--- src/hdl/nvi_pkg.sv ---
// nvi_pkg: shared types, constants and helpers of the neville interpolator
// depends on nothing; used by every module of the block
package nvi_pkg;

  localparam int MAX_POINTS = 8;
  localparam int FRAC_BITS  = 16;
  localparam int DATA_W     = 32;
  localparam int IDX_W      = $clog2(MAX_POINTS);
  localparam int CNT_W      = $clog2(MAX_POINTS + 1);
  localparam int DIFF_W     = DATA_W + 1;
  localparam int DVS_W      = DIFF_W;
  localparam int DVD_W      = DIFF_W + FRAC_BITS;
  localparam int MAG_W      = 64;

  typedef logic [IDX_W-1:0] idx_t;
  typedef logic [CNT_W-1:0] cnt_t;

  typedef enum logic [1:0] {
    ST_OK      = 2'd0,
    ST_DUP     = 2'd1,
    ST_EMPTY   = 2'd2,
    ST_DROPPED = 2'd3
  } status_t;

  typedef enum logic {
    REQ_APPEND = 1'b0,
    REQ_EVAL   = 1'b1
  } req_t;

  typedef struct packed {
    logic                     req_type;
    logic signed [DATA_W-1:0] point_x;
    logic signed [DATA_W-1:0] point_y;
    logic signed [DATA_W-1:0] query_x;
  } in_t;

  typedef struct packed {
    logic signed [DATA_W-1:0] interp_value;
    logic [1:0]               status;
  } out_t;

  typedef enum logic [3:0] {
    OP_NONE,
    OP_APPEND,
    OP_CAPQ,
    OP_SCAN,
    OP_YINIT,
    OP_LD_HO,
    OP_LD_W,
    OP_LD_HP,
    OP_DIV_START,
    OP_MUL_HP,
    OP_FIN_D,
    OP_MUL_HO,
    OP_FIN_C,
    OP_ACC_C,
    OP_ACC_D,
    OP_OUT
  } dp_op_t;

  typedef enum logic [1:0] {
    SRC_ACC,
    SRC_Y,
    SRC_ZERO
  } out_src_t;

  typedef struct packed {
    dp_op_t   op;
    idx_t     addr;
    logic     first;
    out_src_t src;
    status_t  status;
  } dp_cmd_t;

  typedef struct packed {
    logic closer;
    logic den_zero;
    logic div_busy;
  } dp_stat_t;

  typedef enum logic [3:0] {
    S_IDLE,
    S_SCAN,
    S_YINIT,
    S_HO,
    S_W,
    S_HP,
    S_DSTART,
    S_DIV,
    S_MULD,
    S_FIND,
    S_MULC,
    S_FINC,
    S_ACC,
    S_OUT
  } ctl_state_t;

  // signed 32-bit value from a magnitude and a sign, saturated
  function automatic logic signed [DATA_W-1:0] from_mag(input logic [MAG_W-1:0] m,
                                                        input logic neg);
    logic [MAG_W-1:0] lim;
    logic [DATA_W-1:0] lo;
    lim = MAG_W'(1) << (DATA_W - 1);
    lo  = m[DATA_W-1:0];
    if (neg) begin
      from_mag = (m > lim) ? {1'b1, {(DATA_W-1){1'b0}}} : -lo;
    end else begin
      from_mag = (m > lim - MAG_W'(1)) ? {1'b0, {(DATA_W-1){1'b1}}} : lo;
    end
  endfunction

  function automatic logic [DIFF_W-1:0] mag_diff(input logic signed [DIFF_W-1:0] v);
    mag_diff = v[DIFF_W-1] ? -v : v;
  endfunction

  function automatic logic signed [DATA_W-1:0] sat_sum(input logic signed [DIFF_W-1:0] v);
    if (v[DIFF_W-1] != v[DIFF_W-2]) begin
      sat_sum = v[DIFF_W-1] ? {1'b1, {(DATA_W-1){1'b0}}} : {1'b0, {(DATA_W-1){1'b1}}};
    end else begin
      sat_sum = v[DATA_W-1:0];
    end
  endfunction

endpackage

--- src/hdl/nvi_div.sv ---
// nvi_div: restoring divider, one quotient bit per cycle, saturated signed result
// depends on nvi_pkg
module nvi_div (
  input  logic                             clk,
  input  logic                             rst_n,
  input  logic                             start,
  input  logic [nvi_pkg::DVD_W-1:0]        dividend,
  input  logic [nvi_pkg::DVS_W-1:0]        divisor,
  input  logic                             neg,
  output logic                             busy,
  output logic signed [nvi_pkg::DATA_W-1:0] quot
);

  localparam int CW = $clog2(nvi_pkg::DVD_W + 1);

  logic [CW-1:0]               cnt_r, cnt_nxt;
  logic [nvi_pkg::DVS_W-1:0]   rem_r, rem_nxt;
  logic [nvi_pkg::DVS_W-1:0]   dvs_r;
  logic [nvi_pkg::DVD_W-1:0]   quo_r, quo_nxt;
  logic                        neg_r;
  logic [nvi_pkg::DVS_W:0]     trial;
  logic                        ge;

  assign trial = {rem_r, quo_r[nvi_pkg::DVD_W-1]};
  assign ge    = trial >= {1'b0, dvs_r};

  always_comb begin
    rem_nxt = ge ? nvi_pkg::DVS_W'(trial - {1'b0, dvs_r}) : trial[nvi_pkg::DVS_W-1:0];
    quo_nxt = {quo_r[nvi_pkg::DVD_W-2:0], ge};
    cnt_nxt = cnt_r - CW'(1);
  end

  always_ff @(posedge clk) begin
    if (!rst_n) begin
      cnt_r <= '0;
    end else if (start) begin
      cnt_r <= CW'(nvi_pkg::DVD_W);
    end else if (cnt_r != '0) begin
      cnt_r <= cnt_nxt;
    end
  end

  always_ff @(posedge clk) begin
    if (start) begin
      rem_r <= '0;
      quo_r <= dividend;
      dvs_r <= divisor;
      neg_r <= neg;
    end else if (cnt_r != '0) begin
      rem_r <= rem_nxt;
      quo_r <= quo_nxt;
    end
  end

  assign busy = cnt_r != '0;
  assign quot = nvi_pkg::from_mag(nvi_pkg::MAG_W'(quo_r), neg_r);

endmodule

--- src/hdl/nvi_datapath.sv ---
// nvi_datapath: point tables, tableau columns, subtract, divide and multiply steps
// depends on nvi_pkg and nvi_div
module nvi_datapath (
  input  logic              clk,
  input  logic              rst_n,
  input  nvi_pkg::in_t      in_data,
  input  nvi_pkg::dp_cmd_t  cmd,
  output nvi_pkg::dp_stat_t stat,
  output nvi_pkg::out_t     out_data
);

  localparam int DW = nvi_pkg::DATA_W;
  localparam int HW = nvi_pkg::DIFF_W;

  logic signed [DW-1:0] x_mem [nvi_pkg::MAX_POINTS];
  logic signed [DW-1:0] y_mem [nvi_pkg::MAX_POINTS];
  logic signed [DW-1:0] c_mem [nvi_pkg::MAX_POINTS];
  logic signed [DW-1:0] d_mem [nvi_pkg::MAX_POINTS];

  logic signed [DW-1:0] x_rd, y_rd, c_rd, d_rd;
  logic signed [DW-1:0] q_r, acc_r, dj_r;
  logic signed [HW-1:0] ho_r, hp_r, w_r, den_r;
  logic [HW-1:0]        best_r;
  logic [DW-1:0]        rmag_r;
  logic [2*DW-1:0]      prod_r;
  logic                 hi_r, neg_r;
  nvi_pkg::out_t        out_r;

  logic signed [HW-1:0] xq, den_now;
  logic [HW-1:0]        sep, amag, rmag_now;
  logic signed [DW-1:0] r_val, fin_val, add_val;
  logic [2*DW:0]        full;
  logic                 div_busy;

  assign x_rd = x_mem[cmd.addr];
  assign y_rd = y_mem[cmd.addr];
  assign c_rd = c_mem[cmd.addr];
  assign d_rd = d_mem[cmd.addr];

  // x - q, and its distance from the query
  assign xq      = {x_rd[DW-1], x_rd} - {q_r[DW-1], q_r};
  assign sep     = nvi_pkg::mag_diff(xq);
  assign den_now = ho_r - xq;

  assign stat.closer   = cmd.first || (sep < best_r);
  assign stat.den_zero = den_now == '0;
  assign stat.div_busy = div_busy;

  nvi_div u_div (
    .clk      (clk),
    .rst_n    (rst_n),
    .start    (cmd.op == nvi_pkg::OP_DIV_START),
    .dividend (nvi_pkg::DVD_W'(nvi_pkg::mag_diff(w_r)) << nvi_pkg::FRAC_BITS),
    .divisor  (nvi_pkg::mag_diff(den_r)),
    .neg      (w_r[HW-1] ^ den_r[HW-1]),
    .busy     (div_busy),
    .quot     (r_val)
  );

  // multiplier operand: hp or ho, split into low word and top bit
  assign amag     = nvi_pkg::mag_diff((cmd.op == nvi_pkg::OP_MUL_HP) ? hp_r : ho_r);
  assign rmag_now = nvi_pkg::mag_diff({r_val[DW-1], r_val});

  always_comb begin
    full    = {1'b0, prod_r} + (hi_r ? {1'b0, rmag_r, {DW{1'b0}}} : '0);
    fin_val = nvi_pkg::from_mag(nvi_pkg::MAG_W'(full >> nvi_pkg::FRAC_BITS), neg_r);
    add_val = (cmd.op == nvi_pkg::OP_ACC_C) ? c_rd : d_rd;
  end

  always_ff @(posedge clk) begin
    unique case (cmd.op)
      nvi_pkg::OP_APPEND: begin
        x_mem[cmd.addr] <= in_data.point_x;
        y_mem[cmd.addr] <= in_data.point_y;
      end
      nvi_pkg::OP_CAPQ: q_r <= in_data.query_x;
      nvi_pkg::OP_SCAN: begin
        c_mem[cmd.addr] <= y_rd;
        d_mem[cmd.addr] <= y_rd;
        if (stat.closer) best_r <= sep;
      end
      nvi_pkg::OP_YINIT: acc_r <= y_rd;
      nvi_pkg::OP_LD_HO: begin
        ho_r <= xq;
        dj_r <= d_rd;
      end
      nvi_pkg::OP_LD_W: w_r <= {c_rd[DW-1], c_rd} - {dj_r[DW-1], dj_r};
      nvi_pkg::OP_LD_HP: begin
        hp_r  <= xq;
        den_r <= den_now;
      end
      nvi_pkg::OP_MUL_HP, nvi_pkg::OP_MUL_HO: begin
        prod_r <= amag[DW-1:0] * rmag_now[DW-1:0];
        rmag_r <= rmag_now[DW-1:0];
        hi_r   <= amag[DW];
        neg_r  <= ((cmd.op == nvi_pkg::OP_MUL_HP) ? hp_r[HW-1] : ho_r[HW-1]) ^ r_val[DW-1];
      end
      nvi_pkg::OP_FIN_D: d_mem[cmd.addr] <= fin_val;
      nvi_pkg::OP_FIN_C: c_mem[cmd.addr] <= fin_val;
      nvi_pkg::OP_ACC_C, nvi_pkg::OP_ACC_D:
        acc_r <= nvi_pkg::sat_sum({acc_r[DW-1], acc_r} + {add_val[DW-1], add_val});
      nvi_pkg::OP_OUT: begin
        out_r.status <= cmd.status;
        unique case (cmd.src)
          nvi_pkg::SRC_ACC: out_r.interp_value <= acc_r;
          nvi_pkg::SRC_Y:   out_r.interp_value <= y_rd;
          default:          out_r.interp_value <= '0;
        endcase
      end
      default: ;
    endcase
  end

  assign out_data = out_r;

endmodule

--- src/hdl/nvi_ctrl.sv ---
// nvi_ctrl: sequencer over the tableau, point count and handshakes
// depends on nvi_pkg
module nvi_ctrl (
  input  logic              clk,
  input  logic              rst_n,
  input  logic              in_valid,
  input  logic              in_req_type,
  output logic              in_stall,
  output logic              out_valid,
  input  logic              out_stall,
  input  nvi_pkg::dp_stat_t stat,
  output nvi_pkg::dp_cmd_t  cmd
);

  localparam int CW1 = nvi_pkg::CNT_W + 1;

  nvi_pkg::ctl_state_t state_r, state_nxt;
  nvi_pkg::idx_t       j_r, j_nxt, k_r, k_nxt, m_r, m_nxt;
  nvi_pkg::cnt_t       n_r, n_nxt;
  logic                ovf_r, ovf_nxt, out_valid_r, out_valid_nxt;
  nvi_pkg::out_src_t   src_r, src_nxt;
  nvi_pkg::status_t    st_r, st_nxt;

  logic          in_go, out_go, scan_last, row_last, col_last, use_c;
  nvi_pkg::cnt_t n_m1;

  assign in_go     = in_valid && (state_r == nvi_pkg::S_IDLE);
  assign out_go    = !out_valid_r || !out_stall;
  assign n_m1      = n_r - nvi_pkg::cnt_t'(1);
  assign scan_last = nvi_pkg::cnt_t'(j_r) == n_m1;
  assign row_last  = nvi_pkg::cnt_t'(j_r) + nvi_pkg::cnt_t'(m_r) == n_m1;
  assign col_last  = nvi_pkg::cnt_t'(m_r) == n_m1;
  assign use_c     = (CW1'(k_r) << 1) < CW1'(n_r - nvi_pkg::cnt_t'(m_r));

  always_comb begin
    state_nxt = state_r;
    unique case (state_r)
      nvi_pkg::S_IDLE:
        if (in_go && in_req_type == nvi_pkg::REQ_EVAL) begin
          state_nxt = (n_r == '0) ? nvi_pkg::S_OUT : nvi_pkg::S_SCAN;
        end
      nvi_pkg::S_SCAN:   if (scan_last) state_nxt = nvi_pkg::S_YINIT;
      nvi_pkg::S_YINIT:  state_nxt = (n_r == nvi_pkg::cnt_t'(1)) ? nvi_pkg::S_OUT : nvi_pkg::S_HO;
      nvi_pkg::S_HO:     state_nxt = nvi_pkg::S_W;
      nvi_pkg::S_W:      state_nxt = nvi_pkg::S_HP;
      nvi_pkg::S_HP:     state_nxt = stat.den_zero ? nvi_pkg::S_OUT : nvi_pkg::S_DSTART;
      nvi_pkg::S_DSTART: state_nxt = nvi_pkg::S_DIV;
      nvi_pkg::S_DIV:    if (!stat.div_busy) state_nxt = nvi_pkg::S_MULD;
      nvi_pkg::S_MULD:   state_nxt = nvi_pkg::S_FIND;
      nvi_pkg::S_FIND:   state_nxt = nvi_pkg::S_MULC;
      nvi_pkg::S_MULC:   state_nxt = nvi_pkg::S_FINC;
      nvi_pkg::S_FINC:   state_nxt = row_last ? nvi_pkg::S_ACC : nvi_pkg::S_HO;
      nvi_pkg::S_ACC:    state_nxt = col_last ? nvi_pkg::S_OUT : nvi_pkg::S_HO;
      nvi_pkg::S_OUT:    if (out_go) state_nxt = nvi_pkg::S_IDLE;
      default:           state_nxt = nvi_pkg::S_IDLE;
    endcase
  end

  always_comb begin
    cmd           = '{op: nvi_pkg::OP_NONE, addr: j_r, first: 1'b0,
                      src: src_r, status: st_r};
    j_nxt         = j_r;
    k_nxt         = k_r;
    m_nxt         = m_r;
    n_nxt         = n_r;
    ovf_nxt       = ovf_r;
    src_nxt       = src_r;
    st_nxt        = st_r;
    out_valid_nxt = out_valid_r && out_stall;
    unique case (state_r)
      nvi_pkg::S_IDLE:
        if (in_go) begin
          if (in_req_type == nvi_pkg::REQ_APPEND) begin
            if (n_r < nvi_pkg::cnt_t'(nvi_pkg::MAX_POINTS)) begin
              cmd.op   = nvi_pkg::OP_APPEND;
              cmd.addr = n_r[nvi_pkg::IDX_W-1:0];
              n_nxt    = n_r + nvi_pkg::cnt_t'(1);
            end else begin
              ovf_nxt = 1'b1;
            end
          end else begin
            cmd.op  = nvi_pkg::OP_CAPQ;
            j_nxt   = '0;
            k_nxt   = '0;
            src_nxt = nvi_pkg::SRC_ZERO;
            st_nxt  = nvi_pkg::ST_EMPTY;
          end
        end
      nvi_pkg::S_SCAN: begin
        cmd.op    = nvi_pkg::OP_SCAN;
        cmd.first = j_r == '0;
        if (stat.closer) k_nxt = j_r;
        j_nxt = scan_last ? '0 : j_r + nvi_pkg::idx_t'(1);
      end
      nvi_pkg::S_YINIT: begin
        cmd.op   = nvi_pkg::OP_YINIT;
        cmd.addr = k_r;
        m_nxt    = nvi_pkg::idx_t'(1);
        src_nxt  = nvi_pkg::SRC_ACC;
        st_nxt   = ovf_r ? nvi_pkg::ST_DROPPED : nvi_pkg::ST_OK;
      end
      nvi_pkg::S_HO: cmd.op = nvi_pkg::OP_LD_HO;
      nvi_pkg::S_W: begin
        cmd.op   = nvi_pkg::OP_LD_W;
        cmd.addr = j_r + nvi_pkg::idx_t'(1);
      end
      nvi_pkg::S_HP: begin
        cmd.op   = nvi_pkg::OP_LD_HP;
        cmd.addr = j_r + m_r;
        if (stat.den_zero) begin
          src_nxt = nvi_pkg::SRC_Y;
          st_nxt  = nvi_pkg::ST_DUP;
        end
      end
      nvi_pkg::S_DSTART: cmd.op = nvi_pkg::OP_DIV_START;
      nvi_pkg::S_DIV:    ;
      nvi_pkg::S_MULD:   cmd.op = nvi_pkg::OP_MUL_HP;
      nvi_pkg::S_FIND:   cmd.op = nvi_pkg::OP_FIN_D;
      nvi_pkg::S_MULC:   cmd.op = nvi_pkg::OP_MUL_HO;
      nvi_pkg::S_FINC: begin
        cmd.op = nvi_pkg::OP_FIN_C;
        j_nxt  = row_last ? '0 : j_r + nvi_pkg::idx_t'(1);
      end
      nvi_pkg::S_ACC: begin
        if (use_c) begin
          cmd.op   = nvi_pkg::OP_ACC_C;
          cmd.addr = k_r;
        end else begin
          cmd.op   = nvi_pkg::OP_ACC_D;
          cmd.addr = k_r - nvi_pkg::idx_t'(1);
          k_nxt    = k_r - nvi_pkg::idx_t'(1);
        end
        m_nxt = m_r + nvi_pkg::idx_t'(1);
      end
      nvi_pkg::S_OUT:
        if (out_go) begin
          cmd.op        = nvi_pkg::OP_OUT;
          cmd.addr      = nvi_pkg::idx_t'(1);
          out_valid_nxt = 1'b1;
          n_nxt         = '0;
          ovf_nxt       = 1'b0;
        end
      default: ;
    endcase
  end

  always_ff @(posedge clk) begin
    if (!rst_n) begin
      state_r     <= nvi_pkg::S_IDLE;
      n_r         <= '0;
      ovf_r       <= 1'b0;
      out_valid_r <= 1'b0;
      j_r         <= '0;
      k_r         <= '0;
      m_r         <= '0;
      src_r       <= nvi_pkg::SRC_ZERO;
      st_r        <= nvi_pkg::ST_EMPTY;
    end else begin
      state_r     <= state_nxt;
      n_r         <= n_nxt;
      ovf_r       <= ovf_nxt;
      out_valid_r <= out_valid_nxt;
      j_r         <= j_nxt;
      k_r         <= k_nxt;
      m_r         <= m_nxt;
      src_r       <= src_nxt;
      st_r        <= st_nxt;
    end
  end

  assign in_stall  = state_r != nvi_pkg::S_IDLE;
  assign out_valid = out_valid_r;

endmodule

--- src/hdl/neville_polynomial_interpolator_core.sv ---
// Neville polynomial interpolator, signed Q16.16 fixed point.
// Input channel in_valid/in_stall/in_data: an append request stores
// (point_x, point_y) in the next free slot of an 8-entry table, or sets a
// dropped flag when full; an evaluate request runs the tableau at query_x.
// Result channel out_valid/out_stall/out_data: one result per evaluate,
// none per append. An evaluate with n points runs a nearest-point scan
// and setup, then n(n-1)/2 tableau updates, each led by the bit-serial
// divider at one quotient bit per cycle (49 bits), then an accumulate
// step per column and a load of the output register; an empty table or
// duplicate abscissae end early.
// The result sits in an output register, so appends are taken while it
// waits; a second evaluate is taken and computed, then holds in_stall high
// until the register empties. While an evaluation runs in_stall is high.
// After each evaluation the table and the dropped flag are cleared.
// Reset (rst_n low, synchronous) empties the table and the result register.
// depends on nvi_pkg, nvi_ctrl, nvi_datapath
module neville_polynomial_interpolator_core (
  input  logic          clk,
  input  logic          rst_n,
  input  logic          in_valid,
  output logic          in_stall,
  input  nvi_pkg::in_t  in_data,
  output logic          out_valid,
  input  logic          out_stall,
  output nvi_pkg::out_t out_data
);

  nvi_pkg::dp_cmd_t  cmd;
  nvi_pkg::dp_stat_t stat;

  nvi_ctrl u_ctrl (
    .clk         (clk),
    .rst_n       (rst_n),
    .in_valid    (in_valid),
    .in_req_type (in_data.req_type),
    .in_stall    (in_stall),
    .out_valid   (out_valid),
    .out_stall   (out_stall),
    .stat        (stat),
    .cmd         (cmd)
  );

  nvi_datapath u_dp (
    .clk      (clk),
    .rst_n    (rst_n),
    .in_data  (in_data),
    .cmd      (cmd),
    .stat     (stat),
    .out_data (out_data)
  );

endmodule

--- config.mk ---
export PLATFORM = sky130hd
export DESIGN_NAME = neville_polynomial_interpolator_core
export DESIGN_NICKNAME = d
export VERILOG_FILES = /design/src/hdl/nvi_pkg.sv /design/src/hdl/nvi_div.sv /design/src/hdl/nvi_datapath.sv /design/src/hdl/nvi_ctrl.sv /design/src/hdl/neville_polynomial_interpolator_core.sv
export SDC_FILE = /design/constraint.sdc
export NUM_CORES = 2
export LEC_CHECK = 0
export ABC_AREA = 1
export BUFFER_PORTS_ARGS = -buffer_cell sky130_fd_sc_hd__buf_2
export CAP_MARGIN = 20
export CORE_ASPECT_RATIO = 1.75
export CORE_MARGIN = 5
export CORE_UTILIZATION = 45
export CTS_CLUSTER_DIAMETER = 100
export CTS_CLUSTER_SIZE = 20
export DETAILED_ROUTE_END_ITERATION = 10
export GPL_TIMING_DRIVEN = 0
export MAX_ROUTING_LAYER = met4
export PLACE_DENSITY = 0.58
export SLEW_MARGIN = 25
export SYNTH_ARGS = -nofsm -noshare
export SYNTH_HDL_FRONTEND = slang
export SYNTH_SLANG_ARGS = --single-unit
--- constraint.sdc ---
create_clock -name clk -period 14.85 [get_ports clk]
set_input_delay 2.2275 -clock clk [delete_from_list [all_inputs] [get_ports clk]]
set_output_delay 2.2275 -clock clk [all_outputs]
set_load 0.05 [all_outputs]
Word-level counts from Yosys, hierarchy flattened
Memory sizes are Yosys's and may differ from the RTL's. Index checks and enable logic that the tools add are counted.

Word-level logic and storage cells: 227. Output and inout bits: 36. Bits in writable memories: 1024. Latch bits: 0. Bits in read-only memories: 0. Flip-flop bits (word level): 538. Memories kept: 4.

$lt $le $gt $ge: 8. Multiply operators: 1. Reductions and logical operators: 31. Equal/unequal tests: 46. Bitwise operators: 5. Muxes and demuxes: 79. Shifts and indexed selects: 0. Div/mod/pow operators: 0. Add/subtract/negate cells: 22.

Memory list: u_dp.c_mem (words 8, width 32, read ports 1, clocked after memory_dff 0, wr ports 1, RTL line nvi_datapath.sv:17) `logic signed [DW-1:0] c_mem [nvi_pkg::MAX_POINTS];`; u_dp.d_mem (words 8, width 32, read ports 1, clocked after memory_dff 0, wr ports 1, RTL line nvi_datapath.sv:18) `logic signed [DW-1:0] d_mem [nvi_pkg::MAX_POINTS];`; u_dp.x_mem (words 8, width 32, read ports 1, clocked after memory_dff 0, wr ports 1, RTL line nvi_datapath.sv:15) `logic signed [DW-1:0] x_mem [nvi_pkg::MAX_POINTS];`; u_dp.y_mem (words 8, width 32, read ports 1, clocked after memory_dff 0, wr ports 1, RTL line nvi_datapath.sv:16) `logic signed [DW-1:0] y_mem [nvi_pkg::MAX_POINTS];`.

Operators with widths (number): $mux W32 (14); $mux W33 (4); $neg A33 Y33 (4); $pmux W32 S2 (2); $gt A49 B31 Y1 const B (2); $gt A49 B32 Y1 const B (2); $mux W49 (2); $neg A32 Y32 (3); $sub A32 B32 Y33 (2); $sub A33 B33 Y33 (2); $add A64 B65 Y65 (1); $mul A32 B32 Y64 (1); $mux W64 (1); $eq A4 B4 Y1 const B (14); $mux W4 (14); $pmux W4 S14 (1); $pmux W4 S13 (1); $ge A34 B33 Y1 (1); $add A32 B32 Y33 (1); $logic_not A33 Y1 (1); $lt A33 B33 Y1 (1); $eq A4 B3 Y1 const B (8); $mux W3 (7); $pmux W3 S3 (2); 46 further kinds (101).

Logic depth before layout (Yosys ltp)
An unclocked memory read counts as a cell.

Word-level depth: 13. Gate-level depth with buffers: 60.

Hierarchy
A second synthesis with hierarchy kept.

Cell total of the unflattened synthesis: 11954. Area total of the unflattened synthesis: 110963.9 µm².

Modules (own cells, without submodules): nvi_datapath (area an instance 99426.6 µm², cells each 10168, times used 1, sequential area each 42070.3 µm²); nvi_div (area an instance 9404.0 µm², cells each 1432, times used 1, sequential area each 3273.1 µm²); nvi_ctrl (area an instance 2133.3 µm², cells each 354, times used 1, sequential area each 460.4 µm²).

Worst setup path after synthesis
No wires, ideal clock.

Path type: flip-flop to flip-flop. From: register u_ctrl.state_r[2]. To: register u_dp.best_r[0] (enable). Setup time: 0.434 ns. Period minus slack after synthesis: 11.033 ns. Data arrival time: 10.599 ns. Stages on the path, launching flop included: 38. Path slack: 3.817 ns. Path buffers: 3. Cell sequence: dfxtp_1 -> buf_4 -> nand2_1 -> nor2_1 -> inv_1 -> o22ai_1 -> nor3_1 -> nand3_1 -> a21oi_1 -> a21oi_2 -> inv_2 -> nand3_1 -> buf_2 -> buf_2 -> o22ai_1 -> nor2_1 -> nand2_1 -> ha_1 -> [... 2 more ...] -> a21oi_1 -> o21ai_0 -> xnor2_1 -> inv_1 -> nor2_1 -> nand3_1 -> nor2_1 -> nand4_1 -> o21ai_0 -> xor2_1 -> ha_1 -> nand2_1 -> nor2_1 -> a211oi_1 -> o21ai_0 -> a21oi_1 -> nand3_1 -> a21oi_1.

Cells in the longest elaborated chain, start to end: 11. Elaborated cells between the ends (all ways): 26. Classes of those cells: add/sub (2); order compare (1); eq/ne (13); mux (5); reduce/logical (4); memory (1).

RTL lines: from (decl) (RTL line nvi_ctrl.sv:17) `nvi_pkg::ctl_state_t state_r, state_nxt;`; from (signal assigned) (RTL line nvi_ctrl.sv:149) `state_r <= nvi_pkg::S_IDLE;`; from (signal assigned) (RTL line nvi_ctrl.sv:159) `state_r <= state_nxt;`; $logic_not A4 Y1 (RTL line nvi_ctrl.sv:27, nvi_ctrl.sv:70); $logic_and A1 B1 Y1 (RTL line nvi_ctrl.sv:27) `assign in_go = in_valid && (state_r == nvi_pkg::S_IDLE);`; $mux W7 (RTL line nvi_ctrl.sv:72) `if (in_go) begin`; $pmux W3 S6 (*) (RTL line nvi_ctrl.sv:70) `unique case (state_r)`; $mem_v2 Z8 W32 (*); $sub A32 B32 Y33 (*) (RTL line nvi_datapath.sv:41) `assign xq = {x_rd[DW-1], x_rd} - {q_r[DW-1], q_r};`; named net u_dp.xq[10] (RTL line nvi_datapath.sv:29) `logic signed [HW-1:0] xq, den_now;`; $neg A33 Y33 (*) (RTL line nvi_pkg.sv:113) `mag_diff = v[DIFF_W-1] ? -v : v;`; $mux W33 (*) (RTL line nvi_pkg.sv:113); named net u_dp.sep[24] (RTL line nvi_datapath.sv:30) `logic [HW-1:0] sep, amag, rmag_now;`; $lt A33 B33 Y1 (*) (RTL line nvi_datapath.sv:45) `assign stat.closer = cmd.first || (sep < best_r);`; $logic_or A1 B1 Y1 (*) (RTL line nvi_datapath.sv:45); $reduce_and A2 Y1 (no source line) (*); to (signal assigned) (RTL line nvi_datapath.sv:80) `if (stat.closer) best_r <= sep;`; to (decl) (RTL line nvi_datapath.sv:23) `logic [HW-1:0] best_r;`.

The timed path passes the listed nets; every way through them passes the cells marked *. A chain may end at the register's enable or synchronous reset.

Final worst setup path
From: register u_ctrl.state_r[3]. To: register u_dp.prod_r[59] (data pin).

Cells in the longest elaborated chain, start to end: 9. Elaborated cells between the ends (all ways): 21. Classes of those cells: add/sub (1); mul (1); eq/ne (13); mux (4); reduce/logical (2).

RTL lines: $logic_not A4 Y1 (RTL line nvi_ctrl.sv:27, nvi_ctrl.sv:70); $logic_and A1 B1 Y1 (RTL line nvi_ctrl.sv:27); $mux W7 (RTL line nvi_ctrl.sv:72); $pmux W4 S13 (*) (RTL line nvi_ctrl.sv:70); $eq A4 B4 Y1 (*) (RTL line nvi_datapath.sv:61) `assign amag = nvi_pkg::mag_diff((cmd.op == nvi_pkg::OP_MUL_HP) ? hp_r : ho_r);`; $mux W33 (*) (RTL line nvi_datapath.sv:61); $neg A33 Y33 (RTL line nvi_pkg.sv:113); $mux W32 (*) (RTL line nvi_pkg.sv:113); $mul A32 B32 Y64 (*) (RTL line nvi_datapath.sv:93) `prod_r <= amag[DW-1:0] * rmag_now[DW-1:0];`; to (signal assigned) (RTL line nvi_datapath.sv:93); to (decl) (RTL line nvi_datapath.sv:25) `logic [2*DW-1:0] prod_r;`.

Every way passes the cells marked *; elsewhere a longest branch is shown, timed or not.

==> impl_metrics.yaml <==
grt:
  grt_pass1_vias: 92600
  grt_pass1_wl_mm: 698
  grt_max_degree: 34
  grt-ovfl-total: 0
  grt_use_total_pct: 39.4
  grt_antenna_before_repair: 50
setup_path:
  ff2ff_path_depth: 40
  startpoint: "u_ctrl.state_r[3]$_SDFFE_PN0P_"
  cp-start-kind: "flop"
  slowest_stage: "inv_1"
  r2r-end: "u_dp.prod_r[59]$_DFFE_PP_"
  ff2ff_setup_slack_ps: 1690
  worstSetupEndpoint: "u_dp.prod_r[59]$_DFFE_PP_"
  end_kind: "flop"
  path_common_cell: "fa_1"
  required_ps: 15330
  slowest_delay_ps: 820
  critPathArrivalTime_ps: 13640
  critical_path_class: "flop to flop"
  crit_fanout: 10
  r2r_start: "u_ctrl.state_r[3]$_SDFFE_PN0P_"
sta:
  post-route-period-util_pct: 88.6
  clock.fmax_mhz: 76.0
  hold_violations: 0
  worstMarginPinSlew_ps: 1160
  drv_slew: 0
  period_needed_ps: 13160
  setup_violations: 0
  rsz0062_at_grt: "false"
  skew_ps: 45.6
  slew_headroom_pct: 22.4
hold_path:
  hp-class: "flop to flop"
floorplan:
  fp.dieArea_mm2: 0.261
  die_h_um: 672
  die_width_um: 388
  row_count: 243
  initial_utilization_pct: 45.1
  io_pins: 137
  fp.coreArea_mm2: 0.250
logic_synthesis:
  synth_compound_area_share_pct: 8.73
  ys_warn_count: 0
  synth_xor_area_share_pct: 2.84
  synth_nets: 13900
  synth.cell_area_mm2: 0.113
  synth_top_family_by_area: "adder cells"
  synthDistinctLibCells: 73
  avgSynthCellArea_um2: 9.06
  syn_inst: 12400
  synth_seq_area_share_pct: 40.6
  synth_async_sr_flop_share_pct: 0
  synthMuxAreaShare_pct: 0.0890
  synth_fa_ha_area_share_pct: 21.8
  synth_simple_gate_area_share_pct: 17.7
  synth-edff-count: 1468
  ys_ff_latch: 1546
  synth_ff_type: "edfxtp_1"
cts:
  hold_buffers: 0
  numCtsBuffers: 88
  cts_tree: "done"
  clkSinkCount: 1546
  post_cts_resized: 0
  clk_latency_ps: 730
  cts-root-buf: "clkbuf_16"
  htreeDepth: 3
  clk_pin_slew_ps: 100
  post_cts_buffers: 0
  cts_max_path_buffers: 3
layout:
  syn_to_final_growth_pct: 9.20
  fin_nets: 14300
  fillers: 24100
  drive_above_1_share_pct: 6.48
  final_area_mm2: 0.123
placed_design:
  gp_congestion: 1.12
  dpl_cell_area_mm2: 0.120
  port_buffers: 136
  hpwl_mm: 416
drt:
  wl_per_cell_um: 31.3
  ant_nets: 0
  drc: 0
  drt_first_pass_iters: 7
  vias: 91100
  via_per_inst: 5.63
  drtIter0Drc: 7216
  wl_mm: 506
job:
  maxCapViolations: 0
status:
  status: "completed"
-- critical path: cells and delay by family, from the launching register on --
family | cells | cell delay, ps
buffers and inverters | 8 | 3090
xor gates and xnor gates | 1 | 430
adders and majority gates | 10 | 4820
AOI/OAI and AO/OA | 7 | 2280
and+or+nand+nor | 14 | 1760
DFF | 1 | 460
-- worst min-delay path by stage --
stage / startpoint / to / slack [ps] / cells after the start
after floorplan: u_ctrl.st_r[0]$_SDFFE_PN0P_ / u_dp.out_data[0]$_DFFE_PN_ / 410 / 0
after global placement: u_ctrl.st_r[0]$_SDFFE_PN0P_ / u_dp.out_data[0]$_DFFE_PN_ / 420 / 0
after detailed placement: u_ctrl.st_r[0]$_SDFFE_PN0P_ / u_dp.out_data[0]$_DFFE_PN_ / 420 / 0
after CTS: u_ctrl.st_r[0]$_SDFFE_PN0P_ / u_dp.out_data[0]$_DFFE_PN_ / 450 / 0
after global routing: u_ctrl.st_r[0]$_SDFFE_PN0P_ / u_dp.out_data[0]$_DFFE_PN_ / 460 / 0
final: u_ctrl.st_r[0]$_SDFFE_PN0P_ / u_dp.out_data[0]$_DFFE_PN_ / 450 / 0
-- registers in the layout, indices dropped and copies added, names as in the netlist, 33 cells and up --
register          cells
u_dp.ho_r            33
u_dp.prod_r          48
u_dp.u_div.dvs_r     33
u_dp.best_r          33
u_dp.u_div.rem_r     33
u_dp.y_mem          256
u_dp.u_div.quo_r     49
u_dp.out_data        34
u_dp.c_mem          256
u_dp.x_mem          256
u_dp.den_r           33
u_dp.w_r             33
u_dp.hp_r            33
u_dp.d_mem          256
-- cell usage after synthesis, types with 36 or more instances --
cell,count,area (µm²)
nor2_2,37,231
buf_2,196,981
a21oi_1,810,4050
xnor2_1,89,780
buf_1,36,135
nor3_1,109,546
edfxtp_1,1468,44100
nand2_1,2894,10900
nand4_1,83,519
o21a_1,37,278
fa_1,903,18100
nand3_1,348,1740
o21ai_0,531,2660
inv_1,1872,7030
ha_1,512,6410
xor2_1,261,2290
clkbuf_1,199,747
o22ai_1,204,1280
a31oi_1,37,231
nor2_1,1314,4930
dfxtp_1,78,1560
-- through the flow --
| step | std cells | setup slack (ps) | setup TNS (ps) | utilization (%) | hold WS [ps] |
|---|---|---|---|---|---|
| 3_5_place_dp | 16000 | 1810 | 0 | 48.2 | 423 |
| 4_1_cts | 16100 | 1740 | 0 | 49.1 | 446 |
| 6_report | 16200 | 1690 | 0 | 49.2 | 446 |
| 5_1_grt | 16200 | 1390 | 0 | 49.2 | 459 |
| 3_3_place_gp | 15900 | -3590 | -261720 | 47.0 | 415 |
| 2_1_floorplan | 12400 | 3820 | 0 | - | 408 |
-- metal layers --
metal | global-route usage (%) | vias to the layer above | share of wire, % | wire [µm]
met2 | 67.2 | 3694 | 50 | 254000
met3 | 6.21 | 1602 | 5.1 | 25900
met1 | 35.0 | 45000 | 30 | 153000
li1 | - | 40800 | - | -
met4 | 43.7 | 0 | 15 | 73600
met5 | - | - | 0 | 0
-- final cells by class --
type | count | area (µm²) | share of cell area [%]
Multi-Input combinational cell | 8501 | 57900 | 47.1
Sequential cell | 1546 | 45600 | 37.1
Inverter | 1912 | 7180 | 5.84
Tap cell | 3307 | 4140 | 3.37
Timing Repair Buffer | 240 | 3130 | 2.54
Buffer | 466 | 2280 | 1.85
Clock buffer | 101 | 2270 | 1.85
Antenna cell | 84 | 210 | 0.171
Clock inverter | 10 | 166 | 0.135
-- cells by family after synthesis --
logic type,count (synthesis)
and+or+nand+nor,4925
buffers and inverters,2378
AOI/OAI and AO/OA,1795
DFF,1546
adders and majority gates,1415
xor gates and xnor gates,356
muxes,10
-- cell usage in the layout, fill, tap and decap left out, types with 25 or more instances in the layout --
master and count:
nand2_1 2891, inv_1 1870, edfxtp_1 1468, nor2_1 1282, fa_1 903, a21oi_1 808
o21ai_0 530, ha_1 512, nand3_1 346, buf_2 333, xor2_1 256, o22ai_1 204
clkbuf_1 158, nor3_1 109, clkbuf_16 89, xnor2_1 88, diode_2 84, nand4_1 83
dfxtp_1 78, clkbuf_2 54, buf_16 52, buf_12 49, nor2_4 39, nor2_2 38
o21a_1 37, a31oi_1 37, inv_2 36, o21ai_1 35, buf_1 35, nand3b_1 32
nor4_1 26, nand2_2 25, o211ai_1 25
Power is left out: the tool's default activity adds up to more than one toggle a clock period on the data nets, which glitch-free logic cannot reach.
